[config.mk]
export PLATFORM = sky130hd
export DESIGN_NAME = encoder_speed_pid_motor_drive_flat
export DESIGN_NICKNAME = d
export VERILOG_FILES = /design/src/rtl/espmd_pkg.sv /design/src/rtl/espmd_enc_if.sv /design/src/rtl/espmd_drv_if.sv /design/src/rtl/encoder_speed_pid_motor_drive.sv /design/src/flat_wrapper.sv
export SDC_FILE = /design/constraint.sdc
export NUM_CORES = 2
export LEC_CHECK = 0
export ABC_AREA = 1
export BUFFER_PORTS_ARGS = -buffer_cell sky130_fd_sc_hd__buf_2
export CELL_PAD_IN_SITES_DETAIL_PLACEMENT = 0
export CELL_PAD_IN_SITES_GLOBAL_PLACEMENT = 1
export CORE_ASPECT_RATIO = 1.75
export CORE_MARGIN = 2
export CORE_UTILIZATION = 30
export CTS_CLUSTER_SIZE = 30
export DETAILED_ROUTE_END_ITERATION = 7
export GPL_ROUTABILITY_DRIVEN = 0
export GPL_TIMING_DRIVEN = 0
export PLACE_DENSITY = 0.61
export RECOVER_POWER = 50
export REMOVE_ABC_BUFFERS = 1
export SLEW_MARGIN = 20
export SYNTH_ARGS = -nofsm -noshare
export SYNTH_HDL_FRONTEND = slang
export SYNTH_SLANG_ARGS = --single-unit
[constraint.sdc]
create_clock -name i_clk -period 7.1 [get_ports i_clk]
set_input_delay 0.71 -clock i_clk [delete_from_list [all_inputs] [get_ports i_clk]]
set_output_delay 0.71 -clock i_clk [all_outputs]
set_load 0.1 [all_outputs]
[src/rtl/espmd_pkg.sv]
// espmd_pkg: shared types, constants and the control store of the encoder speed pid drive
// no dependencies; imported by the top level
`default_nettype none

package espmd_pkg;

    // field and datapath widths
    localparam int CFG_IDX_W  = 3;
    localparam int CFG_DATA_W = 24;
    localparam int GAIN_W     = 16;
    localparam int PULSE_W    = 16;
    localparam int MS_W       = 16;
    localparam int SCALE_W    = 24;
    localparam int SPEED_W    = 24;
    localparam int DERIV_W    = 25;
    localparam int SUM_W      = 40;
    localparam int SUM_SPLIT  = 20;
    localparam int MUL_A_W    = 17;
    localparam int MUL_B_W    = 25;
    localparam int PROD_W     = 42;
    localparam int ACC_W      = 58;
    localparam int FRAC_W     = 8;
    localparam int DUTY_W     = 8;
    localparam int DRIVE_SHIFT = 16;

    // register reset values
    localparam logic [MS_W-1:0]    INTERVAL_RST = 16'd100;
    localparam logic [SCALE_W-1:0] SCALE_RST    = 24'd208050;
    localparam logic [DUTY_W-1:0]  DUTY_MAX     = 8'd255;

    // configuration register indexes
    typedef enum logic [CFG_IDX_W-1:0] {
        REG_TARGET_RPM  = 3'd0,
        REG_GAIN_P      = 3'd1,
        REG_GAIN_I      = 3'd2,
        REG_GAIN_D      = 3'd3,
        REG_INTERVAL_MS = 3'd4,
        REG_SPEED_SCALE = 3'd5,
        REG_LOOP_ENABLE = 3'd6
    } t_reg_idx;

    // datapath action of one step
    typedef enum logic [2:0] {
        OP_NONE,
        OP_SAMPLE,
        OP_ELAPSED,
        OP_SPEED,
        OP_ERROR,
        OP_INTEG,
        OP_RESULT
    } t_dp_op;

    // multiplier operand selects
    typedef enum logic [1:0] {
        MA_PULSE,
        MA_GAIN_P,
        MA_GAIN_I,
        MA_GAIN_D
    } t_mul_a;

    typedef enum logic [2:0] {
        MB_SCALE,
        MB_ERR,
        MB_DERIV,
        MB_SUM_HI,
        MB_SUM_LO
    } t_mul_b;

    // accumulator operation
    typedef enum logic [1:0] {
        ACC_HOLD,
        ACC_CLEAR,
        ACC_ADD,
        ACC_ADD_HI
    } t_acc_op;

    // handshake the step waits on
    typedef enum logic [1:0] {
        W_NONE,
        W_IN,
        W_OUT
    } t_wait;

    // branch condition, taken means jump to target
    typedef enum logic [2:0] {
        BR_NEXT,
        BR_ALWAYS,
        BR_NO_TICK,
        BR_NOT_DUE,
        BR_DISABLED
    } t_branch;

    // control store size and step addresses
    localparam int UC_DEPTH = 11;
    localparam int UC_PC_W  = $clog2(UC_DEPTH);
    typedef logic [UC_PC_W-1:0] t_pc;

    localparam t_pc PC_IDLE    = t_pc'(0);
    localparam t_pc PC_ELAPSED = t_pc'(1);
    localparam t_pc PC_MUL_SPD = t_pc'(2);
    localparam t_pc PC_SPEED   = t_pc'(3);
    localparam t_pc PC_ERROR   = t_pc'(4);
    localparam t_pc PC_INTEG   = t_pc'(5);
    localparam t_pc PC_ACC_P   = t_pc'(6);
    localparam t_pc PC_ACC_D   = t_pc'(7);
    localparam t_pc PC_ACC_IH  = t_pc'(8);
    localparam t_pc PC_ACC_IL  = t_pc'(9);
    localparam t_pc PC_RESULT  = t_pc'(10);

    // one control word
    typedef struct packed {
        t_dp_op  op;
        t_mul_a  mul_a;
        t_mul_b  mul_b;
        logic    mul_en;
        t_acc_op acc;
        t_wait   wait_on;
        t_branch br;
        t_pc     target;
    } t_uop;

    localparam t_uop UOP_NOP = '{
        op: OP_NONE, mul_a: MA_PULSE, mul_b: MB_SCALE, mul_en: 1'b0,
        acc: ACC_HOLD, wait_on: W_NONE, br: BR_NEXT, target: PC_IDLE
    };

    // control store: sample, interval check, speed, pid terms, result
    function automatic t_uop f_ucode(input t_pc pc);
        t_uop u;
        u = UOP_NOP;
        unique case (pc)
            PC_IDLE: begin
                u.op      = OP_SAMPLE;
                u.wait_on = W_IN;
                u.br      = BR_NO_TICK;
                u.target  = PC_IDLE;
            end
            PC_ELAPSED: begin
                u.op     = OP_ELAPSED;
                u.br     = BR_NOT_DUE;
                u.target = PC_ERROR;
            end
            PC_MUL_SPD: begin
                u.mul_a  = MA_PULSE;
                u.mul_b  = MB_SCALE;
                u.mul_en = 1'b1;
            end
            PC_SPEED: begin
                u.op = OP_SPEED;
            end
            PC_ERROR: begin
                u.op     = OP_ERROR;
                u.acc    = ACC_CLEAR;
                u.br     = BR_DISABLED;
                u.target = PC_RESULT;
            end
            PC_INTEG: begin
                u.op     = OP_INTEG;
                u.mul_a  = MA_GAIN_P;
                u.mul_b  = MB_ERR;
                u.mul_en = 1'b1;
            end
            PC_ACC_P: begin
                u.acc    = ACC_ADD;
                u.mul_a  = MA_GAIN_D;
                u.mul_b  = MB_DERIV;
                u.mul_en = 1'b1;
            end
            PC_ACC_D: begin
                u.acc    = ACC_ADD;
                u.mul_a  = MA_GAIN_I;
                u.mul_b  = MB_SUM_HI;
                u.mul_en = 1'b1;
            end
            PC_ACC_IH: begin
                u.acc    = ACC_ADD_HI;
                u.mul_a  = MA_GAIN_I;
                u.mul_b  = MB_SUM_LO;
                u.mul_en = 1'b1;
            end
            PC_ACC_IL: begin
                u.acc = ACC_ADD;
            end
            PC_RESULT: begin
                u.op      = OP_RESULT;
                u.wait_on = W_OUT;
                u.br      = BR_ALWAYS;
                u.target  = PC_IDLE;
            end
            default: begin
                u.br     = BR_ALWAYS;
                u.target = PC_IDLE;
            end
        endcase
        return u;
    endfunction

endpackage

`default_nettype wire

[src/rtl/espmd_enc_if.sv]
// espmd_enc_if: input channel carrying one encoder sample and the millisecond tick
// no dependencies
`default_nettype none

interface espmd_enc_if;
    logic valid;
    logic ready;
    logic enc_a;
    logic enc_b;
    logic ms_tick;

    modport source (output valid, output enc_a, output enc_b, output ms_tick, input ready);
    modport sink   (input valid, input enc_a, input enc_b, input ms_tick, output ready);
endinterface

`default_nettype wire

[src/rtl/espmd_drv_if.sv]
// espmd_drv_if: result channel carrying the bridge duties and the measured speed
// no dependencies
`default_nettype none

interface espmd_drv_if;
    logic              valid;
    logic              ready;
    logic [7:0]        pwm_forward;
    logic [7:0]        pwm_reverse;
    logic signed [23:0] speed_rpm_q8;

    modport source (output valid, output pwm_forward, output pwm_reverse,
                    output speed_rpm_q8, input ready);
    modport sink   (input valid, input pwm_forward, input pwm_reverse,
                    input speed_rpm_q8, output ready);
endinterface

`default_nettype wire

[src/rtl/encoder_speed_pid_motor_drive.sv]
// encoder_speed_pid_motor_drive: quadrature pulse counter, speed meter and pid drive
// depends on espmd_pkg, espmd_enc_if, espmd_drv_if
// a sample without tick returns to the idle step; a tick runs the control store through the interval
// check, speed, pid terms and result (longest when measuring with the loop on, one shared 17x25
// multiplier), result registered at the result step; next sample taken while a result waits
// synchronous active-low reset restores register defaults and clears all loop state
`default_nettype none

module encoder_speed_pid_motor_drive (
    input  wire logic                          i_clk,
    input  wire logic                          i_rst_n,
    espmd_enc_if.sink                          i_in,
    espmd_drv_if.source                        o_out,
    input  wire logic                          i_cfg_we,
    input  wire logic [espmd_pkg::CFG_IDX_W-1:0]  i_cfg_idx,
    input  wire logic [espmd_pkg::CFG_DATA_W-1:0] i_cfg_data
);
    import espmd_pkg::*;

    localparam logic signed [PULSE_W-1:0] PULSE_MAX = {1'b0, {(PULSE_W-1){1'b1}}};
    localparam logic signed [PULSE_W-1:0] PULSE_MIN = {1'b1, {(PULSE_W-1){1'b0}}};

    // configuration registers
    logic signed [GAIN_W-1:0]  r_target, r_gain_p, r_gain_i, r_gain_d;
    logic [MS_W-1:0]           r_interval;
    logic [SCALE_W-1:0]        r_scale;
    logic                      r_enable;

    // loop state
    logic                      r_prev_a;
    logic signed [PULSE_W-1:0] r_pulse;
    logic [MS_W-1:0]           r_elapsed;
    logic signed [SPEED_W-1:0] r_speed;
    logic signed [SPEED_W-1:0] r_prior;
    logic signed [SUM_W-1:0]   r_sum;

    // datapath scratch
    logic signed [SPEED_W-1:0] r_err;
    logic signed [DERIV_W-1:0] r_deriv;
    logic signed [PROD_W-1:0]  r_prod;
    logic signed [ACC_W-1:0]   r_acc;

    // sequencer and result register
    t_pc                       r_pc, n_pc;
    logic                      r_out_valid;
    logic [DUTY_W-1:0]         r_pwm_fwd, r_pwm_rev;
    logic signed [SPEED_W-1:0] r_speed_out;

    t_uop                      w_uop;
    logic                      w_stall, w_exec;
    logic [MS_W:0]             w_elapsed_inc;
    logic                      w_due;
    logic signed [PROD_W-1:0]  w_speed_shift;
    logic signed [SPEED_W-1:0] w_speed_sat;
    logic signed [SPEED_W:0]   w_err_diff;
    logic signed [SPEED_W-1:0] w_err_sat;
    logic signed [SUM_W:0]     w_sum_next;
    logic signed [SUM_W-1:0]   w_sum_sat;
    logic signed [MUL_A_W-1:0] w_mul_a;
    logic signed [MUL_B_W-1:0] w_mul_b;
    logic                      w_neg;
    logic [ACC_W-1:0]          w_mag;
    logic [DUTY_W-1:0]         w_duty;

    // control word fetch and stall
    always_comb begin
        w_uop   = f_ucode(r_pc);
        w_stall = ((w_uop.wait_on == W_IN) && !i_in.valid) ||
                  ((w_uop.wait_on == W_OUT) && r_out_valid && !o_out.ready);
        w_exec  = !w_stall;
    end

    assign i_in.ready = (w_uop.wait_on == W_IN);

    // interval check
    always_comb begin
        w_elapsed_inc = {1'b0, r_elapsed} + {{MS_W{1'b0}}, 1'b1};
        w_due         = w_elapsed_inc > {1'b0, r_interval};
    end

    // next step
    always_comb begin
        n_pc = r_pc;
        if (w_exec) begin
            unique case (w_uop.br)
                BR_NEXT:     n_pc = r_pc + t_pc'(1);
                BR_ALWAYS:   n_pc = w_uop.target;
                BR_NO_TICK:  n_pc = !i_in.ms_tick ? w_uop.target : r_pc + t_pc'(1);
                BR_NOT_DUE:  n_pc = !w_due ? w_uop.target : r_pc + t_pc'(1);
                BR_DISABLED: n_pc = !r_enable ? w_uop.target : r_pc + t_pc'(1);
                default:     n_pc = PC_IDLE;
            endcase
        end
    end

    // speed: floor shift of the q.16 product and saturation
    always_comb begin
        w_speed_shift = r_prod >>> FRAC_W;
        if (w_speed_shift > PROD_W'(signed'({1'b0, {(SPEED_W-1){1'b1}}}))) begin
            w_speed_sat = {1'b0, {(SPEED_W-1){1'b1}}};
        end else if (w_speed_shift < -PROD_W'(signed'({1'b0, 1'b1, {(SPEED_W-1){1'b0}}}))) begin
            w_speed_sat = {1'b1, {(SPEED_W-1){1'b0}}};
        end else begin
            w_speed_sat = w_speed_shift[SPEED_W-1:0];
        end
    end

    // error against target, saturated
    always_comb begin
        w_err_diff = {r_speed[SPEED_W-1], r_speed} -
                     {r_target[GAIN_W-1], r_target, {FRAC_W{1'b0}}};
        if (w_err_diff[SPEED_W] != w_err_diff[SPEED_W-1]) begin
            w_err_sat = {w_err_diff[SPEED_W], {(SPEED_W-1){!w_err_diff[SPEED_W]}}};
        end else begin
            w_err_sat = w_err_diff[SPEED_W-1:0];
        end
    end

    // integral, saturated
    always_comb begin
        w_sum_next = {r_sum[SUM_W-1], r_sum} +
                     {{(SUM_W-SPEED_W+1){r_err[SPEED_W-1]}}, r_err};
        if (w_sum_next[SUM_W] != w_sum_next[SUM_W-1]) begin
            w_sum_sat = {w_sum_next[SUM_W], {(SUM_W-1){!w_sum_next[SUM_W]}}};
        end else begin
            w_sum_sat = w_sum_next[SUM_W-1:0];
        end
    end

    // shared multiplier operands
    always_comb begin
        unique case (w_uop.mul_a)
            MA_PULSE:  w_mul_a = {r_pulse[PULSE_W-1], r_pulse};
            MA_GAIN_P: w_mul_a = {r_gain_p[GAIN_W-1], r_gain_p};
            MA_GAIN_I: w_mul_a = {r_gain_i[GAIN_W-1], r_gain_i};
            MA_GAIN_D: w_mul_a = {r_gain_d[GAIN_W-1], r_gain_d};
            default:   w_mul_a = '0;
        endcase
        unique case (w_uop.mul_b)
            MB_SCALE:  w_mul_b = {1'b0, r_scale};
            MB_ERR:    w_mul_b = {r_err[SPEED_W-1], r_err};
            MB_DERIV:  w_mul_b = r_deriv;
            MB_SUM_HI: w_mul_b = {{(MUL_B_W-SUM_SPLIT){r_sum[SUM_W-1]}},
                                  r_sum[SUM_W-1:SUM_SPLIT]};
            MB_SUM_LO: w_mul_b = {{(MUL_B_W-SUM_SPLIT){1'b0}}, r_sum[SUM_SPLIT-1:0]};
            default:   w_mul_b = '0;
        endcase
    end

    // drive: truncate toward zero, clamp to duty range
    always_comb begin
        w_neg  = r_acc[ACC_W-1];
        w_mag  = w_neg ? (~r_acc + ACC_W'(1)) : r_acc;
        w_duty = (|w_mag[ACC_W-1:DRIVE_SHIFT+DUTY_W]) ? DUTY_MAX
                                                       : w_mag[DRIVE_SHIFT+DUTY_W-1:DRIVE_SHIFT];
    end

    // configuration writes
    always_ff @(posedge i_clk) begin
        if (!i_rst_n) begin
            r_target   <= '0;
            r_gain_p   <= '0;
            r_gain_i   <= '0;
            r_gain_d   <= '0;
            r_interval <= INTERVAL_RST;
            r_scale    <= SCALE_RST;
            r_enable   <= 1'b0;
        end else if (i_cfg_we) begin
            unique case (t_reg_idx'(i_cfg_idx))
                REG_TARGET_RPM:  r_target   <= i_cfg_data[GAIN_W-1:0];
                REG_GAIN_P:      r_gain_p   <= i_cfg_data[GAIN_W-1:0];
                REG_GAIN_I:      r_gain_i   <= i_cfg_data[GAIN_W-1:0];
                REG_GAIN_D:      r_gain_d   <= i_cfg_data[GAIN_W-1:0];
                REG_INTERVAL_MS: r_interval <= i_cfg_data[MS_W-1:0];
                REG_SPEED_SCALE: r_scale    <= i_cfg_data[SCALE_W-1:0];
                REG_LOOP_ENABLE: r_enable   <= i_cfg_data[0];
                default: ;
            endcase
        end
    end

    // sequencer and loop state
    always_ff @(posedge i_clk) begin
        if (!i_rst_n) begin
            r_pc      <= PC_IDLE;
            r_prev_a  <= 1'b0;
            r_pulse   <= '0;
            r_elapsed <= '0;
            r_speed   <= '0;
            r_prior   <= '0;
            r_sum     <= '0;
        end else begin
            r_pc <= n_pc;
            if (w_exec) begin
                unique case (w_uop.op)
                    OP_SAMPLE: begin
                        // count a rising edge of channel a, direction from b
                        if (i_in.enc_a && !r_prev_a) begin
                            if (!i_in.enc_b && (r_pulse != PULSE_MAX)) begin
                                r_pulse <= r_pulse + PULSE_W'(1);
                            end else if (i_in.enc_b && (r_pulse != PULSE_MIN)) begin
                                r_pulse <= r_pulse - PULSE_W'(1);
                            end
                        end
                        r_prev_a <= i_in.enc_a;
                    end
                    OP_ELAPSED: begin
                        r_elapsed <= w_due ? '0 : w_elapsed_inc[MS_W-1:0];
                    end
                    OP_SPEED: begin
                        r_speed <= w_speed_sat;
                        r_pulse <= '0;
                    end
                    OP_INTEG: begin
                        r_sum   <= w_sum_sat;
                        r_prior <= r_err;
                    end
                    default: ;
                endcase
            end
        end
    end

    // scratch registers: error, derivative, product, accumulator
    always_ff @(posedge i_clk) begin
        if (w_exec && (w_uop.op == OP_ERROR)) begin
            r_err <= w_err_sat;
        end
        if (w_exec && (w_uop.op == OP_INTEG)) begin
            r_deriv <= {r_err[SPEED_W-1], r_err} - {r_prior[SPEED_W-1], r_prior};
        end
        if (w_uop.mul_en) begin
            r_prod <= w_mul_a * w_mul_b;
        end
        unique case (w_uop.acc)
            ACC_HOLD:   r_acc <= r_acc;
            ACC_CLEAR:  r_acc <= '0;
            ACC_ADD:    r_acc <= r_acc + {{(ACC_W-PROD_W){r_prod[PROD_W-1]}}, r_prod};
            ACC_ADD_HI: r_acc <= r_acc + {r_prod[ACC_W-SUM_SPLIT-1:0], {SUM_SPLIT{1'b0}}};
            default:    r_acc <= r_acc;
        endcase
    end

    // result register, loaded when free or being taken
    always_ff @(posedge i_clk) begin
        if (!i_rst_n) begin
            r_out_valid <= 1'b0;
        end else if (w_exec && (w_uop.op == OP_RESULT)) begin
            r_out_valid <= 1'b1;
        end else if (o_out.ready) begin
            r_out_valid <= 1'b0;
        end
    end

    // payload held with the result so a later measurement cannot disturb it
    always_ff @(posedge i_clk) begin
        if (w_exec && (w_uop.op == OP_RESULT)) begin
            r_pwm_fwd   <= w_neg ? '0 : w_duty;
            r_pwm_rev   <= w_neg ? w_duty : '0;
            r_speed_out <= r_speed;
        end
    end

    assign o_out.valid        = r_out_valid;
    assign o_out.pwm_forward  = r_pwm_fwd;
    assign o_out.pwm_reverse  = r_pwm_rev;
    assign o_out.speed_rpm_q8 = r_speed_out;

endmodule

`default_nettype wire
[src/flat_wrapper.sv]
// flat-port wrapper written by rule: the top's interface ports become plain ports
module encoder_speed_pid_motor_drive_flat import espmd_pkg::*;
  (i_clk, i_rst_n, i_cfg_we, i_cfg_idx, i_cfg_data, i_in_valid, i_in_enc_a, i_in_enc_b, i_in_ms_tick, i_in_ready, o_out_valid, o_out_pwm_forward, o_out_pwm_reverse, o_out_speed_rpm_q8, o_out_ready);
  espmd_enc_if i_in_i ();
  espmd_drv_if o_out_i ();
  input  wire logic i_clk;
  input  wire logic i_rst_n;
  input  wire logic i_cfg_we;
  input  wire logic [espmd_pkg::CFG_IDX_W-1:0] i_cfg_idx;
  input  wire logic [espmd_pkg::CFG_DATA_W-1:0] i_cfg_data;
  input wire logic [$bits(i_in_i.valid)-1:0] i_in_valid;
  input wire logic [$bits(i_in_i.enc_a)-1:0] i_in_enc_a;
  input wire logic [$bits(i_in_i.enc_b)-1:0] i_in_enc_b;
  input wire logic [$bits(i_in_i.ms_tick)-1:0] i_in_ms_tick;
  output wire logic [$bits(i_in_i.ready)-1:0] i_in_ready;
  output wire logic [$bits(o_out_i.valid)-1:0] o_out_valid;
  output wire logic [$bits(o_out_i.pwm_forward)-1:0] o_out_pwm_forward;
  output wire logic [$bits(o_out_i.pwm_reverse)-1:0] o_out_pwm_reverse;
  output wire logic [$bits(o_out_i.speed_rpm_q8)-1:0] o_out_speed_rpm_q8;
  input wire logic [$bits(o_out_i.ready)-1:0] o_out_ready;
  assign i_in_i.valid = i_in_valid;
  assign i_in_i.enc_a = i_in_enc_a;
  assign i_in_i.enc_b = i_in_enc_b;
  assign i_in_i.ms_tick = i_in_ms_tick;
  assign i_in_ready = i_in_i.ready;
  assign o_out_valid = o_out_i.valid;
  assign o_out_pwm_forward = o_out_i.pwm_forward;
  assign o_out_pwm_reverse = o_out_i.pwm_reverse;
  assign o_out_speed_rpm_q8 = o_out_i.speed_rpm_q8;
  assign o_out_i.ready = o_out_ready;
  encoder_speed_pid_motor_drive u_core (.i_clk(i_clk), .i_rst_n(i_rst_n), .i_in(i_in_i), .o_out(o_out_i), .i_cfg_we(i_cfg_we), .i_cfg_idx(i_cfg_idx), .i_cfg_data(i_cfg_data));
endmodule
==> out/results.tsv <==
metric	value	unit
Clock Sinks	420	
CP arrival	8.13	ns
num rows	190	
most numerous cell in the Yosys netlist	nand2_1	
Root Buffer	clkbuf_16	
share of layout cells above drive strength 1	14.0	%
hold crit path type	input port to register	
Worst-Skew Late Latency	0.65	ns
Max Buffers Root-to-Sink	3	
# fillers	16332	
Slowest cell on crit path	fa_1	
fin area	55200	um^2
worst stage delay on the critical path	0.56	ns
fin. max-slew vios	124	
EDFF count, synth	189	
worst rel slew slack	-263	%
crit path max fanout	7	
worst path required time	7.51	ns
skew final	0.0320	ns
fin worst setup slack	-0.623	ns
synthesized instance count	6259	
Crit Path Class	register to register	
vias in the first global route	45504	
DR pass1 iterations	8	
RSZ-0062 raised after global routing	yes	
r2r setup slk	-0.62	ns
failing checks	max-capacitance violations, max-slew violations, negative setup slack	
CORE AREA	153000	um^2
CTS Hold Buffers Added	0	
first-pass GRT wire length	300	mm
CTS tree	yes	
Syn Area/Cell	7.34	um^2
number of max-cap violations	1	
routed via count	43928	
drt drc	0	
startpoint type of the worst setup path	register	
outcome	complete, but fails checks	
final non-filler cell total	8596	
Routed Wire Length	210	mm
H-tree depth	2	
# setup viols final	22	
Yosys warning count	0	
Post-DP Area	48700	um^2
DIE AREA	156000	um^2
Die X-Extent	300	um
largest net degree at the start of global routing	124	
final layout net count	7308	
period utilisation layout	109	%
die height	522	um
initial antenna violation count	8	
post-place setup slack	-3.68	ns
Starting Density	30.1	%
Worst path most repeated cell	fa_1	
Ports	77	
Remaining Overflow, GRT	0	
pin slew with the least headroom to its limit	5.44	ns
remaining antenna violation count	0	
Mapped Area	45900	um^2
Synth Register Bits	420	
fmax	129	MHz
DRT iter0 DRCs	2737	
IO Port Bufs	76	
clock-pin slew on the worst setup and hold paths	0.07	ns
Synth area leaders	fa_1 18%, edfxtp_1 12%, dfxtp_1 10%, nand2_1 9.8%, ha_1 8.5%	
CP Capture Type	register	
Unique masters post-synth	53	
TritonCTS Buffers	47	
total track usage	26.4	%
top cell type by total area after synthesis	fa_1	
share of the synthesized area in the top cell type	18.4	%
final hold viol count	0	
routed len/inst	24.5	um
sequential area share after synthesis	22.4	%
FFs w/ async S/R, synth	0	%
Synth top cells by count	1,199 x nand2_1, 996 x inv_1, 863 x nor2_1	
hpwl dp	162	mm
Final TNS setup	-6.05	ns
Post-synth top flop	dfxtp_1	
post-layout min period	7.72	ns
Via density	5.11	
Area growth, synth to finish	20.3	%
placed insts	8214	
## per-layer routing
metal  vias to the layer above  routed length (um)  global-route usage [%]
met5                         -                  42                       0
met4                         6               23300                    23.4
met3                       615                8520                    3.39
met2                      1262              110000                    49.8
met1                     21315               68800                    24.8
li1                      20730                   -                       -
## critical path: cells and delay by family, from the launching register on
family / cells / cell delay (ns)
fa+ha+maj: 8 / 3.57
buf+inv: 10 / 1.10
flops: 1 / 0.40
compound gates: 3 / 0.46
simple gates: 12 / 1.57
xor+xnor: 1 / 0.32
## final timing paths
path                                          start                  end  cells past startpoint
worst min-delay path                 i_cfg_data[16]   u_core.r_scale[16]                      3
worst min register to register  u_core.r_target[15]  u_core.r_target[15]                      2
worst max-delay path                 u_core.r_pc[0]    u_core.r_prod[41]                     34
worst max register to register       u_core.r_pc[0]    u_core.r_prod[41]                     34
## per-stage QoR
stage | util [%] | hold WS [ns]
after detailed placement | 31.9 | 0.443
final | 36.2 | 0.269
after floorplan | - | 0.425
after CTS | 35.6 | 0.254
after global placement | 31.5 | 0.441
after global routing | 36.2 | 0.272
## kinds of logic (layout without fill, tap and decap cells)
family                   count (synthesis)  after routing  share of synthesized area [%]
AO/OA/AOI/OAI                         1151           1151                           14.1
flip-flops                             420            420                           22.4
other                                    0              3                              0
XOR/XNOR                               167            167                           3.19
AND/OR/NAND/NOR                       2581           2593                           23.2
adder cells (fa/ha/maj)                735            735                           26.9
buffers and inverters                 1205           1511                           10.2
## what timing repair did
item	4_1_cts	5_1_grt
resized for setup	478	138
setup endpoints to repair	35	28
setup buffers	215	56
gates cloned	20	2
pin swaps	152	143
hold endpoints to repair	0	0
## flip-flops by register name, indices dropped and copies added, names as in the netlist, 25 cells and up
register and flops:
u_core.r_deriv 25, u_core.r_prod 42, u_core.r_acc 58, u_core.r_sum 40
## layout by cell type (no fill, tap or decap), types with 35 or more instances in the layout
cell type,netlist,routed
a31oi_1,68,66
xnor2_1,69,68
xor2_1,98,97
a21boi_0,44,42
nor2_1,863,821
buf_2,67,73
a21oi_1,454,421
inv_1,996,952
a21o_1,38,38
nand3_1,273,262
nand2_2,13,40
edfxtp_1,189,189
nor3_1,54,45
ha_1,312,277
nand2_1,1199,1135
buf_4,12,206
o21ai_0,396,378
nand4_1,60,60
clkbuf_16,0,52
dfxtp_1,231,227
buf_6,3,38
inv_2,45,49
or2_2,36,35
fa_1,423,399
## area by class of cell
cell class | instances | area [um^2] | area share, %
Antenna cell | 3 | 7.51 | 0.0136
Clock buffer | 66 | 1410 | 2.56
Clock inverter | 22 | 238 | 0.430
Inverter | 1042 | 4180 | 7.57
Multi-Input combinational cell | 4646 | 33100 | 59.9
Sequential cell | 420 | 10300 | 18.7
Tap cell | 2016 | 2520 | 4.57
Timing Repair Buffer | 375 | 3460 | 6.26
Timing Repair inverter | 6 | 47.5 | 0.0861
Power is not shown: default switching activity piles up to over one toggle a cycle in this logic, so the estimate is an artifact.
